--- src/hw/rtl/kdb_pkg.sv ---
`timescale 1ns / 1ps
`default_nettype none
// ----------------------------------------------------------------------------
// Key debounce package
// Shared types, register indexes and reset values of the key debounce block.
// ----------------------------------------------------------------------------
package kdb_pkg;

    localparam int HISTORY_LEN_DEF = 8;
    localparam int TIME_WIDTH_DEF  = 32;

    localparam int ADVANCE_W = 8;
    localparam int LIMIT_W   = 16;
    localparam int CFG_IDX_W = 2;
    localparam int S_DATA_W  = 16;
    localparam int M_DATA_W  = 8;

    typedef enum logic [2:0] {
        EV_NONE    = 3'd0,
        EV_PRESS   = 3'd1,
        EV_RELEASE = 3'd2,
        EV_CLICK   = 3'd3,
        EV_DOUBLE  = 3'd4,
        EV_LONG    = 3'd5
    } button_event_t;

    typedef enum logic [CFG_IDX_W-1:0] {
        REG_ACTIVE_LEVEL = 2'd0,
        REG_DOUBLE_WIN   = 2'd1,
        REG_LONG_LIMIT   = 2'd2
    } cfg_index_t;

    localparam logic               ACTIVE_LEVEL_RST = 1'b0;
    localparam logic [LIMIT_W-1:0] DOUBLE_WIN_RST   = 16'd500;
    localparam logic [LIMIT_W-1:0] LONG_LIMIT_RST   = 16'd1000;

endpackage
`default_nettype wire

--- src/hw/rtl/key_debounce_event_detector_top.sv ---
`timescale 1ns / 1ps
`default_nettype none
// ----------------------------------------------------------------------------
// Key debounce and event detector
// Debounces one push button and reports press, release, click, double click
// and long press events.
// ----------------------------------------------------------------------------
// Each request goes through two registers: the input register, where the
// free-running time counter is advanced, and the result register, where the
// debounce history, the event state and the result are updated. The block
// takes one request per clock cycle while results are taken; a request moves
// on once the result register is free. The result and input registers each
// hold one request, so one more request is taken while a result waits for
// the consumer. Configuration writes are taken in every cycle.
module key_debounce_event_detector_top #(
    parameter int HISTORY_LEN = kdb_pkg::HISTORY_LEN_DEF,
    parameter int TIME_WIDTH  = kdb_pkg::TIME_WIDTH_DEF
) (
    input  wire logic                            aclk,
    input  wire logic                            aresetn,

    input  wire logic                            s_tvalid,
    output logic                                 s_tready,
    // time_advance[7:0], sample_valid[8], raw_level[9], detect_valid[10]
    input  wire logic [kdb_pkg::S_DATA_W-1:0]    s_tdata,

    output logic                                 m_tvalid,
    input  wire logic                            m_tready,
    // button_event[2:0], debounced_level[3]
    output logic [kdb_pkg::M_DATA_W-1:0]         m_tdata,

    input  wire logic                            cfg_valid,
    output logic                                 cfg_ready,
    input  wire logic [kdb_pkg::CFG_IDX_W-1:0]   cfg_index,
    input  wire logic [kdb_pkg::LIMIT_W-1:0]     cfg_data
);

    localparam logic [HISTORY_LEN-1:0] ALL_ONES = {HISTORY_LEN{1'b1}};

    logic                          active_level_reg;
    logic [kdb_pkg::LIMIT_W-1:0]   double_win_reg;
    logic [kdb_pkg::LIMIT_W-1:0]   long_limit_reg;

    logic [TIME_WIDTH-1:0]         time_counter_reg;
    logic [TIME_WIDTH-1:0]         time_counter_next;

    logic                          in_valid_reg;
    logic [TIME_WIDTH-1:0]         item_time_reg;
    logic                          item_sample_reg;
    logic                          item_level_reg;
    logic                          item_detect_reg;

    logic                          out_valid_reg;
    kdb_pkg::button_event_t        out_event_reg;
    logic                          out_level_reg;

    logic [HISTORY_LEN-1:0]        history_reg, history_next;
    logic                          pressed_reg, pressed_next;
    logic                          prev_pressed_reg, prev_pressed_next;
    logic [1:0]                    click_count_reg, click_count_next;
    logic                          click_pending_reg, click_pending_next;
    logic                          release_pending_reg, release_pending_next;
    logic [1:0]                    double_count_reg, double_count_next;
    kdb_pkg::button_event_t        last_event_reg, last_event_next;
    logic [TIME_WIDTH-1:0]         hold_stamp_reg, hold_stamp_next;
    logic [TIME_WIDTH-1:0]         first_stamp_reg, first_stamp_next;
    logic [TIME_WIDTH-1:0]         hold_elapsed_reg, hold_elapsed_next;

    logic                          s_accept;
    logic                          fire;

    assign cfg_ready = 1'b1;
    assign fire      = in_valid_reg && (!out_valid_reg || m_tready);
    assign s_tready  = !in_valid_reg || fire;
    assign s_accept  = s_tvalid && s_tready;
    assign m_tvalid  = out_valid_reg;
    assign m_tdata   = {4'b0000, out_level_reg, 3'(out_event_reg)};

    assign time_counter_next = time_counter_reg
                             + TIME_WIDTH'(s_tdata[kdb_pkg::ADVANCE_W-1:0]);

    always_ff @(posedge aclk) begin
        if (!aresetn) begin
            active_level_reg <= kdb_pkg::ACTIVE_LEVEL_RST;
            double_win_reg   <= kdb_pkg::DOUBLE_WIN_RST;
            long_limit_reg   <= kdb_pkg::LONG_LIMIT_RST;
        end else if (cfg_valid) begin
            case (kdb_pkg::cfg_index_t'(cfg_index))
                kdb_pkg::REG_ACTIVE_LEVEL: active_level_reg <= cfg_data[0];
                kdb_pkg::REG_DOUBLE_WIN:   double_win_reg   <= cfg_data;
                kdb_pkg::REG_LONG_LIMIT:   long_limit_reg   <= cfg_data;
                default: ;
            endcase
        end
    end

    always_ff @(posedge aclk) begin
        if (!aresetn) begin
            time_counter_reg <= '0;
            in_valid_reg     <= 1'b0;
        end else begin
            if (s_accept) begin
                time_counter_reg <= time_counter_next;
                in_valid_reg     <= 1'b1;
            end else if (fire) begin
                in_valid_reg     <= 1'b0;
            end
        end
    end

    always_ff @(posedge aclk) begin
        if (s_accept) begin
            item_time_reg   <= time_counter_next;
            item_sample_reg <= s_tdata[8];
            item_level_reg  <= s_tdata[9];
            item_detect_reg <= s_tdata[10];
        end
    end

    always_comb begin
        logic [TIME_WIDTH-1:0] t;
        logic                  held;
        logic                  edge_seen;
        logic [TIME_WIDTH-1:0] since_first;
        logic [TIME_WIDTH-1:0] since_hold;

        t = item_time_reg;

        history_next = history_reg;
        pressed_next = pressed_reg;
        if (item_sample_reg) begin
            history_next = {history_reg[HISTORY_LEN-2:0], item_level_reg};
            if (history_next == (active_level_reg ? ALL_ONES : '0)) begin
                pressed_next = 1'b1;
            end else if (history_next == (active_level_reg ? '0 : ALL_ONES)) begin
                pressed_next = 1'b0;
            end
        end

        prev_pressed_next    = prev_pressed_reg;
        click_count_next     = click_count_reg;
        click_pending_next   = click_pending_reg;
        release_pending_next = release_pending_reg;
        double_count_next    = double_count_reg;
        last_event_next      = last_event_reg;
        hold_stamp_next      = hold_stamp_reg;
        first_stamp_next     = first_stamp_reg;
        hold_elapsed_next    = hold_elapsed_reg;
        held                 = pressed_next;
        edge_seen            = held && !prev_pressed_reg;
        since_first          = t - first_stamp_reg;
        since_hold           = edge_seen ? '0 : (t - hold_stamp_reg);

        if (item_detect_reg) begin
            prev_pressed_next = held;

            if (edge_seen) begin
                click_count_next     = click_count_reg + 2'd1;
                click_pending_next   = 1'b1;
                release_pending_next = 1'b1;
                last_event_next      = kdb_pkg::EV_PRESS;
                hold_stamp_next      = t;
            end else if (!held) begin
                release_pending_next = 1'b0;
                last_event_next      = release_pending_reg ? kdb_pkg::EV_RELEASE
                                                           : kdb_pkg::EV_NONE;
                if (click_pending_reg) begin
                    click_pending_next = 1'b0;
                    click_count_next   = click_count_reg + 2'd1;
                end
            end

            if (click_count_next == 2'd2) begin
                click_count_next  = 2'd0;
                last_event_next   = kdb_pkg::EV_CLICK;
                double_count_next = double_count_reg + 2'd1;
                if (double_count_next == 2'd1) begin
                    first_stamp_next = t;
                end
            end

            if (double_count_next == 2'd2) begin
                if (since_first <= TIME_WIDTH'(double_win_reg)) begin
                    last_event_next = kdb_pkg::EV_DOUBLE;
                end
                double_count_next = 2'd0;
            end

            if (held) begin
                if (hold_elapsed_reg >= TIME_WIDTH'(long_limit_reg)) begin
                    hold_elapsed_next    = '0;
                    hold_stamp_next      = t;
                    last_event_next      = kdb_pkg::EV_LONG;
                    click_count_next     = 2'd0;
                    click_pending_next   = 1'b0;
                    release_pending_next = 1'b1;
                end else begin
                    hold_elapsed_next    = since_hold;
                end
            end
        end
    end

    always_ff @(posedge aclk) begin
        if (!aresetn) begin
            history_reg         <= '0;
            pressed_reg         <= 1'b0;
            prev_pressed_reg    <= 1'b0;
            click_count_reg     <= 2'd0;
            click_pending_reg   <= 1'b0;
            release_pending_reg <= 1'b0;
            double_count_reg    <= 2'd0;
            last_event_reg      <= kdb_pkg::EV_NONE;
            hold_stamp_reg      <= '0;
            first_stamp_reg     <= '0;
            hold_elapsed_reg    <= '0;
        end else if (fire) begin
            history_reg         <= history_next;
            pressed_reg         <= pressed_next;
            prev_pressed_reg    <= prev_pressed_next;
            click_count_reg     <= click_count_next;
            click_pending_reg   <= click_pending_next;
            release_pending_reg <= release_pending_next;
            double_count_reg    <= double_count_next;
            last_event_reg      <= last_event_next;
            hold_stamp_reg      <= hold_stamp_next;
            first_stamp_reg     <= first_stamp_next;
            hold_elapsed_reg    <= hold_elapsed_next;
        end
    end

    always_ff @(posedge aclk) begin
        if (!aresetn) begin
            out_valid_reg <= 1'b0;
        end else if (fire) begin
            out_valid_reg <= 1'b1;
        end else if (m_tready) begin
            out_valid_reg <= 1'b0;
        end
    end

    always_ff @(posedge aclk) begin
        if (fire) begin
            out_event_reg <= last_event_next;
            out_level_reg <= pressed_next;
        end
    end

    // Click and pair counters are folded back to zero within the same step.
    assert property (@(posedge aclk) disable iff (!aresetn)
        !click_count_reg[1] && !double_count_reg[1])
        else $error("click or pair counter left at two or more");

    // A stalled result with a full input register must freeze the key state.
    assert property (@(posedge aclk) disable iff (!aresetn)
        (in_valid_reg && out_valid_reg && !m_tready)
            |=> ($stable(history_reg) && $stable(last_event_reg)))
        else $error("key state changed while the result was stalled");

    // The result register reports the state that was written with it.
    assert property (@(posedge aclk) disable iff (!aresetn)
        fire |=> (out_event_reg == last_event_reg && out_level_reg == pressed_reg))
        else $error("result does not match the updated key state");

    // Without a held item the input side must be open.
    assert property (@(posedge aclk) disable iff (!aresetn)
        !in_valid_reg |-> s_tready)
        else $error("input stalled with an empty input register");

endmodule
`default_nettype wire

--- config.mk ---
export PLATFORM = sky130hd
export DESIGN_NAME = key_debounce_event_detector_top
export DESIGN_NICKNAME = d
export VERILOG_FILES = /design/src/hw/rtl/kdb_pkg.sv /design/src/hw/rtl/key_debounce_event_detector_top.sv
export SDC_FILE = /design/constraint.sdc
export NUM_CORES = 1
export LEC_CHECK = 0
export BUFFER_PORTS_ARGS = -buffer_cell sky130_fd_sc_hd__buf_4
export CAP_MARGIN = 20
export CORE_MARGIN = 10
export CORE_UTILIZATION = 30
export CTS_BUF_LIST = sky130_fd_sc_hd__clkbuf_8
export DETAILED_ROUTE_END_ITERATION = 10
export SYNTH_ARGS = -nofsm -noshare
export SYNTH_HDL_FRONTEND = slang
export SYNTH_SLANG_ARGS = --single-unit
--- constraint.sdc ---
create_clock -name aclk -period 8.5 [get_ports aclk]
set_input_delay 1.275 -clock aclk [delete_from_list [all_inputs] [get_ports aclk]]
set_output_delay 1.275 -clock aclk [all_outputs]
set_load 0.01 [all_outputs]
### Yosys cells after proc, flatten, opt, wreduce, memory -nomap -nowiden

Cells that the tools add are included.
Widths: inputs -> output; s select.

* flip-flop bits (word level): 220
* input port bits: 39
* output and inout bits: 11
* logic and storage cells: 96

* add/subtract/negate cells: 5
* order comparisons: 2
* equal/unequal tests: 7
* muxes and demuxes: 41
* reductions and logical operators: 18

Operator list (count)
* $mux 32: 5
* $sub 32x32->32: 2
* $add 32x8->32: 1
* $ge 32x16->1: 1
* $le 32x16->1: 1
* $mux 3: 8
* $mux 2: 11
* $eq 8x8->1: 2
* $mux 8: 2
* $mux 1: 15
* $reduce_and 2->1: 5
* $eq 2x2->1 const B: 3
* $add 2x1->2 const B: 2
* $eq 2x1->1 const B: 2
* $reduce_and 4->1: 1
* $reduce_bool 2->1: 2
* $logic_and 1x1->1: 3
* $logic_not 1->1: 3
* $reduce_and 3->1: 1
* $logic_not 2->1: 1
* $logic_or 1x1->1: 2

### Longest topological paths before layout

* word-level depth: 16
* depth in mapped cells: 21
* gate-level depth less buffers: 21

### Worst setup path after synthesis

No wires, ideal clock.

* path type: reg2reg
* start point: reg item_time_reg[4]
* end point: reg out_event_reg[0] (data pin)
* library setup time: 0.261 ns
* arrival: 4.079 ns
* data required time: 8.239 ns
* path slack: 4.160 ns
* cell stages (with the launch flop): 20
* path buffers: 0
* period minus slack after synthesis: 4.340 ns
* cells stage by stage: edfxtp_1 ha_1 or4_1 o21a_1 o21a_1 a31o_2 nand3_1 nand2_1 a31oi_1 xnor2_1 ha_1 nand3_1 nor4_1 nand2_1 a211oi_1 nand4_1 nor4_2 nand4b_2 o211ai_1 o21ai_1

* longest elaborated chain between the ends: 7

RTL lines
* from (decl): RTL line key_debounce_event_detector_top.sv:48 `logic [TIME_WIDTH-1:0] item_time_reg;`
* from (signal assigned): RTL line key_debounce_event_detector_top.sv:113 `item_time_reg <= time_counter_next;`
* $sub 32x32->32 *: RTL line key_debounce_event_detector_top.sv:151 `since_first = t - first_stamp_reg;`
* $le 32x16->1 *: RTL line key_debounce_event_detector_top.sv:183 `if (since_first <= TIME_WIDTH'(double_win_reg)) begin`
* $mux 3 *: RTL line key_debounce_event_detector_top.sv:183
* $mux 3 *: RTL line key_debounce_event_detector_top.sv:182 `if (double_count_next == 2'd2) begin`
* $mux 3: RTL line key_debounce_event_detector_top.sv:190 `if (hold_elapsed_reg >= TIME_WIDTH'(long_limit_reg)) begin`
* $mux 3 *: RTL line key_debounce_event_detector_top.sv:189 `if (held) begin`
* $mux 3 *: RTL line key_debounce_event_detector_top.sv:154 `if (item_detect_reg) begin`
* via last_event_next[0]: RTL line key_debounce_event_detector_top.sv:64 `kdb_pkg::button_event_t last_event_reg, last_event_next;`
* to (signal assigned): RTL line key_debounce_event_detector_top.sv:244 `out_event_reg <= last_event_next;`
* to (decl): RTL line key_debounce_event_detector_top.sv:54 `kdb_pkg::button_event_t out_event_reg;`

The timed path passes the listed nets; every way through them passes the cells marked *.
A chain may end at the register's enable or synchronous reset.

### Worst setup path after layout

Ends and elaborated chain as after synthesis.

==> run metrics <==
sequential area share after synthesis 34.6%; synth warn 0; Tcrit/Tclk final 61.7%; WP data required 8.79 ns; DR vias/cell 4.89; Core Util, Final 33.8%; initial DRC count between 500 and 600; cell area after synthesis 0.0139 mm^2; Post-synth ARST share 0%; CP max FO 5; Hold WC Path Type register to register; vias in the first global route 11100; hold buffers post-CTS 0; setup TNS 0 ns; Num CTS Buffers 40; final count of hold timing violations 0; Setup crit end kind register; share of the synthesized area in the top cell type 26.1%; outcome complete, no violations; post-synthesis cell count around 1700; number of port buffers 39; number of nets in the layout 1853; slew margin rel. 30.8%; leading area contributor after synthesis dfxtp_1; Clock Sinks 220; largest cells by area after synthesis dfxtp_1 (26%), ha_1 (9.3%), edfxtp_1 (8.4%); DRC 0; Clock Skews 0.0186 ns; M3 GR Usage 1.59%; IO Pins 50; post-DP HPWL 26000 um; leakage 5.81 nW; GR peak layer met2; Primary FF master, synth dfxtp_1; DR vias 11400; worst-skew pair later-pin latency 0.56 ns; final instance area 0.0154 mm^2; GRT Residual Overflow 0; Min Hold Slack 0.451 ns; chip height 235 um; Max Fclk 0.191 GHz; met1 Usage GRT about 15%; Area Overhead vs Synth 11.0%; die area 0.0552 mm^2; GRT Total Usage 12.1%; CP startpoint kind register; fin crit period 5.25 ns; FP Rows 78; Root Buffer clkbuf_8; wire per inst about 15 um; Worst-path clk slew 0.06 ns; DRT Pass-1 Iters 5; worst reg-to-reg setup slack 3.25 ns; final wirelength 34400 um; # resized after CTS 0; Starting Density 30.4%; initial antenna violation count 1; Post-synth EDFFs 39; DP Area 0.0147 mm^2; core box area 0.0456 mm^2; # setup viols final 0; Slew Limit Fails 0; Worst Path Arrival 5.54 ns; CTS H-tree depth 2; PwrDens 163 mW/mm^2; # Max-Cap Violations 0; critical path class register to register; layout cells sized above 1 7.67%; Syn Area/Cell 8.20 um^2; antenna viol nets, final 0; first-pass GRT wire length 56900 um; Clock Tree Buf Depth 3; routability cong. approximately 0.86; RSZ-0062 raised after global routing no; met2 Resource Use GR between 20% and 30%; largest net degree at the start of global routing 91; die width 235 um; worst-margin pin slew 1.01 ns; #FFs+latches synth between 200 and 250; worst-case vdd ir drop 122 uV; Setup Fix Bufs, Post-CTS 0; CTS tree yes; Synth cell types 88; Tot Pwr 2.51 mW
-- routing by layer --
metal | up-vias | wire length, um
met4 | 0 | 1020
li1 | 5935 | -
met5 | - | 0
met2 | 163 | 16000
met3 | 66 | 1110
met1 | 5250 | 16200
-- synth_stat cells, types with 8 or more instances --
cell type and number:
ha_1 103, nand3_1 45, a31oi_1 12, buf_4 9, xnor2_1 54, nor3_1 26
a22oi_1 13, nand4_1 25, and3_1 19, nand2_1 292, o31ai_1 8, dfxtp_1 181
o211ai_1 19, o21a_1 23, xor2_1 32, a21boi_1 16, nor2_1 93, nand2b_1 8
mux2i_1 9, a21boi_0 90, o21ai_0 59, a21oi_1 70, inv_1 135, a21o_1 24
or3_1 8, nor4_1 9, edfxtp_1 39, nor2b_1 37, clkbuf_1 58, and2_1 28
a211oi_1 12
-- logic make-up (layout without fill, tap and decap cells) --
group / after synthesis / after routing / share of synthesized area, %
simple gates: 627 / 627 / 21.5
flops: 220 / 220 / 34.6
fa+ha+maj: 106 / 106 / 9.73
xor+xnor: 86 / 86 / 5.43
buf+inv: 214 / 254 / 6.09
compound gates: 425 / 425 / 21.7
mux: 11 / 11 / 0.813
other cells: 2 / 6 / 0.0542
-- final timing paths --
kind              cells past startpoint                             start                               end
setup reg to reg                     19        item_time_reg[4]$_DFFE_PP_        out_event_reg[0]$_DFFE_PP_
hold reg to reg                       2  first_stamp_reg[22]$_SDFFE_PN0P_  first_stamp_reg[22]$_SDFFE_PN0P_
hold / removal                        2  first_stamp_reg[22]$_SDFFE_PN0P_  first_stamp_reg[22]$_SDFFE_PN0P_
setup / recovery                     19        item_time_reg[4]$_DFFE_PP_        out_event_reg[0]$_DFFE_PP_
-- power breakdown --
part | switching (mW) | internal, mW | leakage, nW
registers | 0.0371 | 1.10 | 1.85
clock network | 0.442 | 0.482 | 0.417
logic | 0.262 | 0.188 | 3.54
total | 0.742 | 1.77 | 5.81
-- worst max-delay path, stage by stage (launching register included) --
cell	delay, ns
edfxtp_1	0.49
ha_1	0.40
or4_1	0.53
o21a_1	0.14
o21a_1	0.13
a31o_2	0.27
nand3_1	0.08
nand2_1	0.09
a31oi_1	0.21
xnor2_1	0.10
ha_1	0.30
nand3_1	0.12
nor4_1	0.42
nand2_1	0.15
a211oi_1	0.31
nand4_1	0.16
nor4_2	0.49
nand4b_2	0.28
o211ai_1	0.23
o21ai_1	0.09
-- cell type report --
cell class                 instances  area (um^2)
multi-input combinational       1260         8240
timing repair buffer              49          365
antenna                            1         2.50
inverter                         137          514
tap                              600          751
sequential                       220         4790
fill                            4770        30200
clock buffer                      45          619
clock inverter                    23          103
-- cells in the final DEF (no fill, tap or decap), types with 5 or more instances in the layout --
master / Yosys / layout
nor2b_1: 37 / 37
a21oi_1: 70 / 69
o21bai_1: 7 / 7
nand3_1: 45 / 45
o21a_1: 23 / 23
a22oi_1: 13 / 13
nor3_1: 26 / 26
o221ai_1: 7 / 7
or4_1: 5 / 5
a2111oi_0: 6 / 6
nor2_1: 93 / 93
or3_1: 8 / 8
dfxtp_1: 181 / 181
o21ai_0: 59 / 59
a21boi_0: 90 / 90
xor2_1: 32 / 32
a21o_1: 24 / 24
edfxtp_1: 39 / 39
and3_1: 19 / 19
xnor2_1: 54 / 54
ha_1: 103 / 103
o211ai_1: 19 / 19
nand4_1: 25 / 25
o31ai_1: 8 / 8
nand2_1: 292 / 292
nor4_1: 9 / 9
nand2b_1: 8 / 8
inv_1: 135 / 148
a21boi_1: 16 / 16
clkbuf_8: 0 / 45
and2_1: 28 / 28
a31oi_1: 12 / 12
a211o_1: 5 / 5
mux2i_1: 9 / 9
nor3b_1: 5 / 5
conb_1: 2 / 5
buf_4: 9 / 48
a211oi_1: 12 / 12
-- metrics by stage --
stage | setup slack, ns | std cells
3_5_place_dp | 3.32 | 2266
4_1_cts | 3.26 | 2334
5_1_grt | 2.97 | 2335
6_report | 3.25 | 2335
3_3_place_gp | 3.36 | 2265
2_1_floorplan | 4.16 | 1694
(Power assumes the default switching activity.)
